<file path="src/rtl/pbmdec_pkg.sv">
// Shared constants and helpers for the PBM/PGM binary stream decoder.
`timescale 1ns / 1ps
`default_nettype none

package pbmdec_pkg;

  // Default largest accepted width or height
  localparam int MAX_DIM_DEF = 4096;

  localparam int BYTE_W     = 8;
  localparam int KIND_W     = 2;
  localparam int OUT_DATA_W = 64;   // 61 payload bits padded to whole bytes

  // Header number accumulator saturates at 65536
  localparam int               NUM_W   = 17;
  localparam logic [NUM_W-1:0] NUM_SAT = 17'h10000;

  localparam logic [BYTE_W-1:0] MAXVAL_MAX   = 8'd255;
  localparam logic [BYTE_W-1:0] THRESH_RESET = 8'd100;
  localparam logic [BYTE_W-1:0] PIX_BLACK    = 8'h00;
  localparam logic [BYTE_W-1:0] PIX_WHITE    = 8'hFF;

  // Result kinds
  localparam logic [KIND_W-1:0] KIND_PIXEL  = 2'd0;
  localparam logic [KIND_W-1:0] KIND_HEADER = 2'd1;
  localparam logic [KIND_W-1:0] KIND_ERROR  = 2'd2;

  // Characters
  localparam logic [BYTE_W-1:0] CH_P    = 8'h50;
  localparam logic [BYTE_W-1:0] CH_4    = 8'h34;
  localparam logic [BYTE_W-1:0] CH_5    = 8'h35;
  localparam logic [BYTE_W-1:0] CH_HASH = 8'h23;
  localparam logic [BYTE_W-1:0] CH_0    = 8'h30;
  localparam logic [BYTE_W-1:0] CH_9    = 8'h39;
  localparam logic [BYTE_W-1:0] CH_SP   = 8'h20;
  localparam logic [BYTE_W-1:0] CH_TAB  = 8'h09;
  localparam logic [BYTE_W-1:0] CH_LF   = 8'h0A;
  localparam logic [BYTE_W-1:0] CH_VT   = 8'h0B;
  localparam logic [BYTE_W-1:0] CH_FF   = 8'h0C;
  localparam logic [BYTE_W-1:0] CH_CR   = 8'h0D;

  function automatic logic is_ws(input logic [BYTE_W-1:0] b);
    return (b == CH_SP) || (b == CH_TAB) || (b == CH_LF) ||
           (b == CH_CR) || (b == CH_VT) || (b == CH_FF);
  endfunction

  function automatic logic is_eol(input logic [BYTE_W-1:0] b);
    return (b == CH_LF) || (b == CH_CR);
  endfunction

endpackage

`default_nettype wire

</file>
<file path="src/rtl/pbm_pgm_binary_decoder.sv">
// Streaming decoder for binary PBM (P4) and PGM (P5) image files.
`timescale 1ns / 1ps
`default_nettype none

// Takes an image file one byte per word on the in_ stream and parses the
// netpbm header ("P4" or "P5", width, height and for P5 maxval, with '#'
// comments), giving one header word when the header is done and then one
// pixel word per pixel with column, row and a dark flag (value below the
// dark threshold register). A P4 byte unpacks MSB first, set bit = black (0),
// clear bit = white (255), and each P4 row starts on a new byte. A bad magic,
// a stray character, a zero or oversize dimension or a maxval of 0 or above
// 255 gives one error word, after which the block stays quiet until a byte
// with start_of_file. A new header byte or P5 data byte can enter each cycle
// while out_tready holds; a P4 data byte stays held until it has given its
// pixel words, up to eight or to the end of the row, because the single output
// register moves one result word per cycle unless out_tready stalls it. The
// byte holding register and the output register are separate, so the next
// byte is taken while a finished word waits for out_tready; the parse step is
// one pass of logic between them. The dark threshold register resets to 100;
// the user must write it only while the block is idle; the block does not enforce this.
module pbm_pgm_binary_decoder #(
  parameter int MAX_DIM = pbmdec_pkg::MAX_DIM_DEF
) (
  input  wire logic                              clk,
  input  wire logic                              rst_n,
  // configuration: dark_threshold
  input  wire logic                              cfg_wr_en,
  input  wire logic [pbmdec_pkg::BYTE_W-1:0]     cfg_wr_data,
  // input stream
  input  wire logic                              in_tvalid,
  output logic                                   in_tready,
  input  wire logic [pbmdec_pkg::BYTE_W-1:0]     in_tdata,   // [7:0] byte_in
  input  wire logic [0:0]                        in_tuser,   // [0] start_of_file
  // result stream
  output logic                                   out_tvalid,
  input  wire logic                              out_tready,
  // [7:0] pixel_value, [8] pixel_dark, [20:9] col, [32:21] row,
  // [33] end_of_image, [46:34] image_width, [59:47] image_height,
  // [60] is_gray, [63:61] zero
  output logic [pbmdec_pkg::OUT_DATA_W-1:0]      out_tdata,
  output logic [pbmdec_pkg::KIND_W-1:0]          out_tuser,  // [1:0] result_kind
  output logic                                   out_tlast   // last_in_byte
);

  localparam int DIM_W = $clog2(MAX_DIM + 1);
  localparam int ACC_W = pbmdec_pkg::NUM_W + 4;

  typedef enum logic [2:0] {
    PH_MAGIC_P,
    PH_MAGIC_D,
    PH_WIDTH,
    PH_HEIGHT,
    PH_MAXVAL,
    PH_DATA,
    PH_DONE,
    PH_ERROR
  } phase_t;

  // Byte holding register
  logic                             hold_valid_r;
  logic [pbmdec_pkg::BYTE_W-1:0]    hold_byte_r;
  logic                             hold_sof_r;
  logic [2:0]                       bit_idx_r;

  // Parser state
  phase_t                           phase_r, phase_cur, phase_nxt;
  logic                             comment_r, comment_cur, comment_nxt;
  logic [pbmdec_pkg::NUM_W-1:0]     accum_r, accum_cur, accum_nxt;
  logic                             digits_r, digits_cur, digits_nxt;
  logic [DIM_W-1:0]                 width_r, width_cur, width_nxt;
  logic [DIM_W-1:0]                 height_r, height_cur, height_nxt;
  logic                             gray_r, gray_cur, gray_nxt;
  logic [DIM_W-1:0]                 col_r, col_cur, col_nxt;
  logic [DIM_W-1:0]                 row_r, row_cur, row_nxt;
  logic [pbmdec_pkg::BYTE_W-1:0]    thresh_r;

  // Output register
  logic                             out_valid_r;
  logic [pbmdec_pkg::OUT_DATA_W-1:0] out_data_r;
  logic [pbmdec_pkg::KIND_W-1:0]    out_kind_r;
  logic                             out_last_r;

  // Step results
  logic                             adv;
  logic                             done;
  logic                             emit;
  logic                             finish;
  logic                             fail;
  logic [pbmdec_pkg::KIND_W-1:0]    kind;
  logic [pbmdec_pkg::BYTE_W-1:0]    pix_val;
  logic                             pix_dark;
  logic [DIM_W-1:0]                 col_o, row_o;
  logic                             last_o, eoi_o;
  logic [pbmdec_pkg::BYTE_W-1:0]    b;
  logic [pbmdec_pkg::BYTE_W-1:0]    dig;
  logic [ACC_W-1:0]                 acc_calc;
  logic [DIM_W:0]                   col_inc, row_inc;
  logic                             wrap;
  logic                             num_ok_dim;
  logic                             num_ok_max;
  logic [31:0]                      col_w, row_w, width_w, height_w;

  assign b   = hold_byte_r;
  assign dig = b - pbmdec_pkg::CH_0;

  // Step through the held byte whenever the output register is free
  assign adv       = hold_valid_r && (!out_valid_r || out_tready);
  assign in_tready = !hold_valid_r || (adv && done);

  assign num_ok_dim = (accum_cur != '0) && (32'(accum_cur) <= 32'(MAX_DIM));
  assign num_ok_max = (accum_cur != '0) &&
                      (accum_cur <= pbmdec_pkg::NUM_W'(pbmdec_pkg::MAXVAL_MAX));

  always_comb begin
    // start_of_file restarts the parser before the byte is used
    phase_cur   = hold_sof_r ? PH_MAGIC_P : phase_r;
    comment_cur = hold_sof_r ? 1'b0 : comment_r;
    accum_cur   = hold_sof_r ? '0 : accum_r;
    digits_cur  = hold_sof_r ? 1'b0 : digits_r;
    width_cur   = hold_sof_r ? '0 : width_r;
    height_cur  = hold_sof_r ? '0 : height_r;
    gray_cur    = hold_sof_r ? 1'b0 : gray_r;
    col_cur     = hold_sof_r ? '0 : col_r;
    row_cur     = hold_sof_r ? '0 : row_r;

    phase_nxt   = phase_cur;
    comment_nxt = comment_cur;
    accum_nxt   = accum_cur;
    digits_nxt  = digits_cur;
    width_nxt   = width_cur;
    height_nxt  = height_cur;
    gray_nxt    = gray_cur;
    col_nxt     = col_cur;
    row_nxt     = row_cur;

    done     = 1'b1;
    emit     = 1'b0;
    finish   = 1'b0;
    fail     = 1'b0;
    kind     = pbmdec_pkg::KIND_PIXEL;
    pix_val  = '0;
    col_o    = '0;
    row_o    = '0;
    last_o   = 1'b1;
    eoi_o    = 1'b0;
    wrap     = 1'b0;
    col_inc  = '0;
    row_inc  = '0;
    acc_calc = ({4'b0, accum_cur} << 3) + ({4'b0, accum_cur} << 1) +
               ACC_W'(dig[3:0]);

    case (phase_cur)
      PH_MAGIC_P: begin
        if (b == pbmdec_pkg::CH_P) begin
          phase_nxt = PH_MAGIC_D;
        end else begin
          fail = 1'b1;
        end
      end
      PH_MAGIC_D: begin
        if (b == pbmdec_pkg::CH_4) begin
          gray_nxt  = 1'b0;
          phase_nxt = PH_WIDTH;
        end else if (b == pbmdec_pkg::CH_5) begin
          gray_nxt  = 1'b1;
          phase_nxt = PH_WIDTH;
        end else begin
          fail = 1'b1;
        end
      end
      PH_WIDTH, PH_HEIGHT, PH_MAXVAL: begin
        if (!(comment_cur && !pbmdec_pkg::is_eol(b))) begin
          comment_nxt = 1'b0;
          if (b >= pbmdec_pkg::CH_0 && b <= pbmdec_pkg::CH_9) begin
            if (acc_calc > ACC_W'(pbmdec_pkg::NUM_SAT)) begin
              accum_nxt = pbmdec_pkg::NUM_SAT;
            end else begin
              accum_nxt = acc_calc[pbmdec_pkg::NUM_W-1:0];
            end
            digits_nxt = 1'b1;
          end else if (b == pbmdec_pkg::CH_HASH) begin
            comment_nxt = 1'b1;
          end else if (pbmdec_pkg::is_ws(b)) begin
            finish = digits_cur;
          end else begin
            fail = 1'b1;
          end
        end
      end
      PH_DATA: begin
        emit  = 1'b1;
        col_o = col_cur;
        row_o = row_cur;
        if (gray_cur) begin
          pix_val = b;
        end else begin
          pix_val = b[3'd7 - bit_idx_r] ? pbmdec_pkg::PIX_BLACK : pbmdec_pkg::PIX_WHITE;
        end
        col_inc = {1'b0, col_cur} + 1'b1;
        wrap    = col_inc >= {1'b0, width_cur};
        if (wrap) begin
          col_nxt = '0;
          row_inc = {1'b0, row_cur} + 1'b1;
          row_nxt = row_inc[DIM_W-1:0];
          if (row_inc >= {1'b0, height_cur}) begin
            eoi_o     = 1'b1;
            phase_nxt = PH_DONE;
          end
        end else begin
          col_nxt = col_inc[DIM_W-1:0];
        end
        // a P4 byte ends at its eighth bit or at the end of the row
        last_o = gray_cur || (bit_idx_r == 3'd7) || wrap;
        done   = last_o;
      end
      default: ;
    endcase

    // a header number just ended
    if (finish) begin
      accum_nxt  = '0;
      digits_nxt = 1'b0;
      case (phase_cur)
        PH_WIDTH: begin
          if (num_ok_dim) begin
            width_nxt = DIM_W'(accum_cur);
            phase_nxt = PH_HEIGHT;
          end else begin
            fail = 1'b1;
          end
        end
        PH_HEIGHT: begin
          if (!num_ok_dim) begin
            fail = 1'b1;
          end else if (gray_cur) begin
            height_nxt = DIM_W'(accum_cur);
            phase_nxt  = PH_MAXVAL;
          end else begin
            height_nxt = DIM_W'(accum_cur);
            phase_nxt  = PH_DATA;
            col_nxt    = '0;
            row_nxt    = '0;
            emit       = 1'b1;
            kind       = pbmdec_pkg::KIND_HEADER;
          end
        end
        default: begin
          if (num_ok_max) begin
            phase_nxt = PH_DATA;
            col_nxt   = '0;
            row_nxt   = '0;
            emit      = 1'b1;
            kind      = pbmdec_pkg::KIND_HEADER;
          end else begin
            fail = 1'b1;
          end
        end
      endcase
    end

    if (fail) begin
      phase_nxt   = PH_ERROR;
      comment_nxt = 1'b0;
      emit        = 1'b1;
      kind        = pbmdec_pkg::KIND_ERROR;
    end
  end

  assign pix_dark = (phase_cur == PH_DATA) && (pix_val < thresh_r);

  // Size the position and dimension fields to the port widths
  assign col_w    = 32'(col_o);
  assign row_w    = 32'(row_o);
  assign width_w  = 32'(width_nxt);
  assign height_w = 32'(height_nxt);

  always_ff @(posedge clk) begin
    if (!rst_n) begin
      hold_valid_r <= 1'b0;
      hold_sof_r   <= 1'b0;
      bit_idx_r    <= '0;
      phase_r      <= PH_MAGIC_P;
      comment_r    <= 1'b0;
      accum_r      <= '0;
      digits_r     <= 1'b0;
      width_r      <= '0;
      height_r     <= '0;
      gray_r       <= 1'b0;
      col_r        <= '0;
      row_r        <= '0;
      thresh_r     <= pbmdec_pkg::THRESH_RESET;
      out_valid_r  <= 1'b0;
      out_kind_r   <= pbmdec_pkg::KIND_PIXEL;
      out_last_r   <= 1'b0;
    end else begin
      if (cfg_wr_en) begin
        thresh_r <= cfg_wr_data;
      end

      if (in_tvalid && in_tready) begin
        hold_valid_r <= 1'b1;
        hold_byte_r  <= in_tdata;
        hold_sof_r   <= in_tuser[0];
      end else if (adv && done) begin
        hold_valid_r <= 1'b0;
      end

      if (adv) begin
        bit_idx_r   <= done ? 3'd0 : bit_idx_r + 3'd1;
        phase_r     <= phase_nxt;
        comment_r   <= comment_nxt;
        accum_r     <= accum_nxt;
        digits_r    <= digits_nxt;
        width_r     <= width_nxt;
        height_r    <= height_nxt;
        gray_r      <= gray_nxt;
        col_r       <= col_nxt;
        row_r       <= row_nxt;
        out_valid_r <= emit;
        out_kind_r  <= kind;
        out_last_r  <= last_o;
        out_data_r  <= {3'b0, gray_nxt, height_w[12:0], width_w[12:0], eoi_o,
                        row_w[11:0], col_w[11:0], pix_dark, pix_val};
      end else if (out_tready) begin
        out_valid_r <= 1'b0;
      end
    end
  end

  assign out_tvalid = out_valid_r;
  assign out_tdata  = out_data_r;
  assign out_tuser  = out_kind_r;
  assign out_tlast  = out_last_r;

  // Header and error words always close their byte
  a_nonpixel_last: assert property (@(posedge clk) disable iff (!rst_n)
    out_valid_r && (out_kind_r != pbmdec_pkg::KIND_PIXEL) |-> out_last_r)
    else $error("header or error word without last_in_byte");

  // End of image only on a pixel word that also closes its byte
  a_eoi_pixel: assert property (@(posedge clk) disable iff (!rst_n)
    out_valid_r && out_data_r[33] |-> out_last_r &&
    (out_kind_r == pbmdec_pkg::KIND_PIXEL))
    else $error("end_of_image on a non-final or non-pixel word");

  // Only P4 data bytes step through bits
  a_bit_idx: assert property (@(posedge clk) disable iff (!rst_n)
    bit_idx_r != 3'd0 |-> hold_valid_r && (phase_r == PH_DATA) && !gray_r &&
    !hold_sof_r)
    else $error("bit index advanced outside P4 data");

  // Data phase always has nonzero dimensions and an in-range position
  a_data_dims: assert property (@(posedge clk) disable iff (!rst_n)
    phase_r == PH_DATA |-> (width_r != '0) && (height_r != '0) &&
    (col_r < width_r) && (row_r < height_r))
    else $error("data phase with invalid size or position");

  // Result kind code 3 is never produced
  a_kind_range: assert property (@(posedge clk) disable iff (!rst_n)
    out_valid_r |-> (out_kind_r == pbmdec_pkg::KIND_PIXEL) ||
    (out_kind_r == pbmdec_pkg::KIND_HEADER) || (out_kind_r == pbmdec_pkg::KIND_ERROR))
    else $error("undefined result kind");

endmodule

`default_nettype wire

</file>
<file path="config.mk">
export PLATFORM = sky130hd
export DESIGN_NAME = pbm_pgm_binary_decoder
export DESIGN_NICKNAME = d
export VERILOG_FILES = /design/src/rtl/pbmdec_pkg.sv /design/src/rtl/pbm_pgm_binary_decoder.sv
export SDC_FILE = /design/constraint.sdc
export NUM_CORES = 1
export LEC_CHECK = 0
export CAP_MARGIN = 20
export CORE_MARGIN = 2
export CORE_UTILIZATION = 65
export DETAILED_ROUTE_END_ITERATION = 7
export DONT_BUFFER_PORTS = 1
export GPL_ROUTABILITY_DRIVEN = 0
export GPL_TIMING_DRIVEN = 1
export PLACE_DENSITY = 0.81
export SLEW_MARGIN = 20
export SYNTH_ARGS = -nofsm -noshare
export SYNTH_HDL_FRONTEND = slang
export SYNTH_SLANG_ARGS = --single-unit
</file>
<file path="constraint.sdc">
create_clock -name clk -period 6.9 [get_ports clk]
set_input_delay 0.69 -clock clk [delete_from_list [all_inputs] [get_ports clk]]
set_output_delay 0.69 -clock clk [all_outputs]
set_load 0.05 [all_outputs]
</file>
# Word-level counts from Yosys, hierarchy flattened
# Index checks and enable logic that the tools add are counted.
[totals]
word_cells = 183
out_inout_bits = 69
in_bits = 22
register_bits = 161
[op_classes]
eq_ne = 16
muxes = 101
order_cmp = 9
addsub = 7
n_reduce_logical = 30
[op_table]
columns = ["operator", "count"]
rows = [
  ["2-to-1 mux 13 bit", 22],
  ["2-to-1 mux 17 bit", 6],
  ["case mux 13 bit (2 select lines)", 2],
  ["2-to-1 mux 1 bit", 49],
  ["equality test 8 x 4 -> 1 bit, second input constant", 5],
  ["2-to-1 mux 3 bit", 12],
  ["equality test 8 x 6 -> 1 bit, second input constant", 4],
  ["adder 13 x 1 -> 14 bit, second input constant", 2],
  [">= comparator 14 x 13 -> 1 bit", 2],
  ["2-to-1 mux 8 bit", 3],
  ["adder 20 x 18 -> 21 bit", 1],
  ["adder 21 x 4 -> 21 bit", 1],
  ["greater-than comparator 21 x 17 -> 1 bit, second input constant", 1],
  ["<= comparator 17 x 13 -> 1 bit, second input constant", 1],
  ["<= comparator 17 x 8 -> 1 bit, second input constant", 1],
  ["nonzero test 17 bit", 1],
  ["logical OR 1 bit", 10],
  ["equality test 3 bit, second input constant", 3],
  ["case mux 3 bit (3 select lines)", 1],
  ["equality test 8 x 7 -> 1 bit, second input constant", 1],
  [">= comparator 8 x 6 -> 1 bit, second input constant", 1],
  ["<= comparator 8 x 6 -> 1 bit, second input constant", 1],
  ["logical AND 1 bit", 8],
  ["less-than comparator 8 bit", 1],
  ["other kinds (17)", 24],
]

# Logic depth before layout (Yosys ltp)
[logic_depth]
ltp_word = 16
ltp_mapped = 23
mapped_depth_nobuf = 19

# Worst setup path before layout
# Ideal clock, no wire load.
[synth_timing]
path_kind = "register to output"
start = "register hold_sof_r"
end = "output port in_tready"
path_buffers = 3
arrival_ns = 4.743
t_required_ns = 6.210
path_stages_with_launch = 22
setup_slack_ns = 1.467
cell_sequence = "dfxtp_1 inv_1 clkbuf_1 clkbuf_1 clkbuf_1 nand2_1 inv_1 ha_1 nand4_1 nor3_1 and4_1 nand3_1 xor2_1 nor2_1 ha_1 nand3_1 nor2_1 a221oi_1 o211ai_1 a41o_1 or4b_1 a21bo_2"
[synth_between]
elab_chain_cells = 7
elab_cells_between_ends = 12
classes_between = "1 x add/sub; 1 x order compare; 1 x eq/ne; 5 x mux; 4 x reduce/logical"
[synth_lines]
columns = ["element", "line_no", "rtl"]
rows = [
  ["from (decl)", "pbm_pgm_binary_decoder.sv:62", "logic hold_sof_r;"],
  ["from (signal assigned)", "pbm_pgm_binary_decoder.sv:303", "hold_sof_r <= in_tuser[0];"],
  ["2-to-1 mux 13 bit", "pbm_pgm_binary_decoder.sv:123", "col_cur = hold_sof_r ? '0 : col_r;"],
  ["via col_cur[0]", "pbm_pgm_binary_decoder.sv:73", "logic [DIM_W-1:0] col_r, col_cur, col_nxt;"],
  ["adder 13 x 1 -> 14 bit", "pbm_pgm_binary_decoder.sv:199", "col_inc = {1'b0, col_cur} + 1'b1;"],
  [">= comparator 14 x 13 -> 1 bit", "pbm_pgm_binary_decoder.sv:200", "wrap = col_inc >= {1'b0, width_cur};"],
  ["logical OR 1 bit", "pbm_pgm_binary_decoder.sv:213", "last_o = gray_cur || (bit_idx_r == 3'd7) || wrap;"],
  ["2-to-1 mux 1 bit", "pbm_pgm_binary_decoder.sv:152", "case (phase_cur)"],
  ["logical AND 1 bit", "pbm_pgm_binary_decoder.sv:108", "assign in_tready = !hold_valid_r || (adv && done);"],
  ["logical OR 1 bit", "pbm_pgm_binary_decoder.sv:108", ""],
  ["to (decl)", "pbm_pgm_binary_decoder.sv:31", "output logic in_tready,"],
]
# The timed path passes the listed nets, and every way through them passes these cells.

# Worst setup path in the final report
# Same ends and word-level chain as after synthesis.

==> impl_metrics.ini <==
[run]
max-cap-violations = 0

[global_routing]
grt_max_degree = 62
grt_first_pass_wirelength_um = 35600
global_route.usage.total = 0.2825
total_gr_overflow = 0
first_global_vias = 7072
grt_antenna_before_repair = 0

[placement]
dp_cells = 1147
io_buffers = 0
dp.final_hpwl_um = 15460

[layout]
fillCellCount = 1016
layout_common_cells = sky130_fd_sc_hd__nand2_1 (134), sky130_fd_sc_hd__dfxtp_1 (92), sky130_fd_sc_hd__nor2_1 (82)
final_common_cell = sky130_fd_sc_hd__nand2_1
area_growth_syn_to_layout_pct = 7.902
share_of_post_route_cells_with_drive_strength_above_1 = 0.07107
num-nets-final = 1080
antenna_cells = 0
final_cell_count_without_fillers = 1179

[route]
routed.top_layer = met4
route.detailed.vias_per_inst = 6.349
route.met2.wl_um = 10270
detailroute.wirelength.met3_um = 1511
wl_met1_um = 9317
route.antenna.remaining_nets = 0
post_drt_wl_per_cell_um = 18.42
num_vias = 7486
drtPass1Iterations = 6
drt-initial-drc-count = 854
route.final.wire_length_um = 21720
drc = 0

[clock_tree]
cts.sink_count = 161
cts_setup_buffers = 0
cts_hold_buffers = 0
cts-buffers-inserted = 17
level_count_of_the_clock_h_tree = 4
cts-root-buf = sky130_fd_sc_hd__clkbuf_16
clkLatencyLatePin_ps = 430
cts_max_path_buffers = 2
path_clk_slew_ps = 60
cts_tree = yes
cts_resized = 0

[floorplanning]
dieHeight_um = 124.4
placement_rows = 43
core_region_area_mm2 = 0.01404
die_w_um = 124.4
initial_utilization = 0.6709
floorplan.die_area_mm2 = 0.01547
io_count = 91

[logic_synthesis]
ys_ff_latch = 161
post_synth_inst_count = 1007
syn-cell-area_mm2 = 0.009420
ys.warnings.count = 0
netlist_top_cells_area = sky130_fd_sc_hd__edfxtp_1 (22%), sky130_fd_sc_hd__dfxtp_1 (20%), sky130_fd_sc_hd__ha_1 (9.3%)
post-synth-top-area-cell = sky130_fd_sc_hd__edfxtp_1
syn-mean-instance-area_um2 = 9.355
dominantRegCellSynth = sky130_fd_sc_hd__dfxtp_1
synthArstFlopShare = 0
synth_top_cell_area_share = 0.2199
yosys.cell_types.count = 84
synth-edff-count = 69
synth_sequential_area_ratio = 0.4155

[power]
p_sw_uw = 557.4
sequentialPowerShare = 0.466
power.total_mw = 2.324
clock_power_share = 0.454
power.ir.vdd_worst_mv = 0.1941
cell_internal_power_mw = 1.766
comb_power_share = 0.080
static-leakage-power_nw = 4.356
switching_share = 0.2399
power-per-cell-area_mw_per_mm2 = 228.6

[worst_setup_path]
cp_endpoint_kind = primary output
worstPathMaxFanout = 7
crit_required_ps = 6210
critical_path.startpoint_type = register
worst-setup-path-type = reg -> out
cp.arrival_ps = 4880

[sta]
fin_setup_tns_ps = 0
final_number_of_setup_violating_endpoints = 0
rsz_0062_raised_after_global_routing = false
worst_slew_pin_slew_ps = 843.2
finClkSkew_ps = 12.33
timing.final.hold_violations = 0
final-max-slew-violation-count = 0
fin_crit_sh = 0.8067
achievable-frequency_mhz = 179.6
hold_ws_ps = 359.3
min_period_ps = 5567
worst_case_headroom_to_the_max_slew_limit = 0.4336

[min_path]
holdCritPathClass = in -> reg

[status]
status = finished, final reports clean
[worst max-delay path, cell delays in order, from the launching register on]
cell	delay (ps)
sky130_fd_sc_hd__dfxtp_1	320
sky130_fd_sc_hd__inv_2	120
sky130_fd_sc_hd__nand2_1	110
sky130_fd_sc_hd__inv_1	100
sky130_fd_sc_hd__ha_1	240
sky130_fd_sc_hd__nand4_1	210
sky130_fd_sc_hd__nor3_1	440
sky130_fd_sc_hd__and4_1	350
sky130_fd_sc_hd__nand3_1	110
sky130_fd_sc_hd__xor2_1	150
sky130_fd_sc_hd__nor2_1	140
sky130_fd_sc_hd__ha_1	260
sky130_fd_sc_hd__nand3_1	100
sky130_fd_sc_hd__nor2_1	70
sky130_fd_sc_hd__a221oi_1	270
sky130_fd_sc_hd__o211ai_1	130
sky130_fd_sc_hd__a41o_1	330
sky130_fd_sc_hd__or4b_1	610
sky130_fd_sc_hd__a21bo_2	390
[layer usage]
metal / vias up / track usage
met2: 337 / 0.4548
met5: - / 0
li1: 3604 / -
met1: 3492 / 0.3776
met4: 0 / 0.1143
met3: 53 / 0.05198
[cells in the mapped netlist (all sizes together) (3+ instances only)]
cell type	instances
o22ai	7
and2	19
nand4	12
xnor2	18
a31oi	8
o211a	15
a41oi	3
a21oi	27
o2111ai	3
dfxtp	92
o31ai	5
a21bo	3
nor2b	19
xor2	10
nand2b	26
edfxtp	69
nor3	12
a221oi	4
a32oi	3
ha	70
nor4b	4
a21boi	6
or4	6
nand2	135
a211oi	5
inv	42
nor2	82
buf	20
or3	6
a22o	20
nor4	8
nand3	33
o211ai	8
a21o	19
o21ai	58
clkbuf	29
mux2i	20
and4	5
nor3b	19
o21a	14
and3	6
[cell families (layout without fill, tap and decap cells)]
logic type | Yosys count | count (layout) | synth area share
AOI/OAI and AO/OA | 226 | 226 | 0.1683
xor gates and xnor gates | 28 | 28 | 0.02603
adders and majority gates | 72 | 72 | 0.09722
buffers and inverters | 91 | 81 | 0.03958
DFF | 161 | 161 | 0.4155
muxes | 23 | 23 | 0.02723
other | 1 | 3 | 0.0003981
and+or+nand+nor | 405 | 405 | 0.2258
[registers in the layout, summed over array words and instances (netlist names), 8 cells and up]
signal / flops
out_tdata: 61
accum_r: 17
col_r: 13
height_r: 13
row_r: 13
width_r: 13
b: 8
thresh_r: 8
[power by group through the flow]
stage / Combinational [mW] / Sequential (mW) / Clock (mW)
final: 0.186 / 1.08 / 1.05
after detailed placement: 0.183 / 1.10 / 0
after global routing: 0.205 / 1.09 / 1.11
after CTS: 0.184 / 1.08 / 1.06
after global placement: 0.179 / 1.10 / 0
after floorplan: 0.157 / 1.09 / 0
[final timing paths]
path,slack [ps],start,depth (start not counted),end
worst max-delay path,1330,hold_sof_r,18,in_tready
worst min-delay path,360,in_tdata[4],0,b[4]
worst max register to register,1840,hold_sof_r,19,b[0]
worst min register to register,460,accum_r[0],2,accum_r[0]
[cell type report]
cell class | count | area (um2) | share of cell area
clock buffers | 20 | 467.9 | 0.04604
multi-input cells | 757 | 5146 | 0.5063
clock inverters | 12 | 201.4 | 0.01982
repair buffers | 7 | 52.55 | 0.005170
flip-flops and latches | 161 | 3914 | 0.3850
well taps | 180 | 225.2 | 0.02216
inverters | 42 | 157.7 | 0.01551
[per-stage QoR]
step	instance area [um2]	util	setup WS [ps]
after CTS	10160	0.7239	1397
after floorplan	9428	-	1467
final	10160	0.7239	1334
after detailed placement	9495	0.6762	1878
after global routing	10160	0.7239	1031
after global placement	9495	0.6762	1978
(Power assumes the default switching activity.)
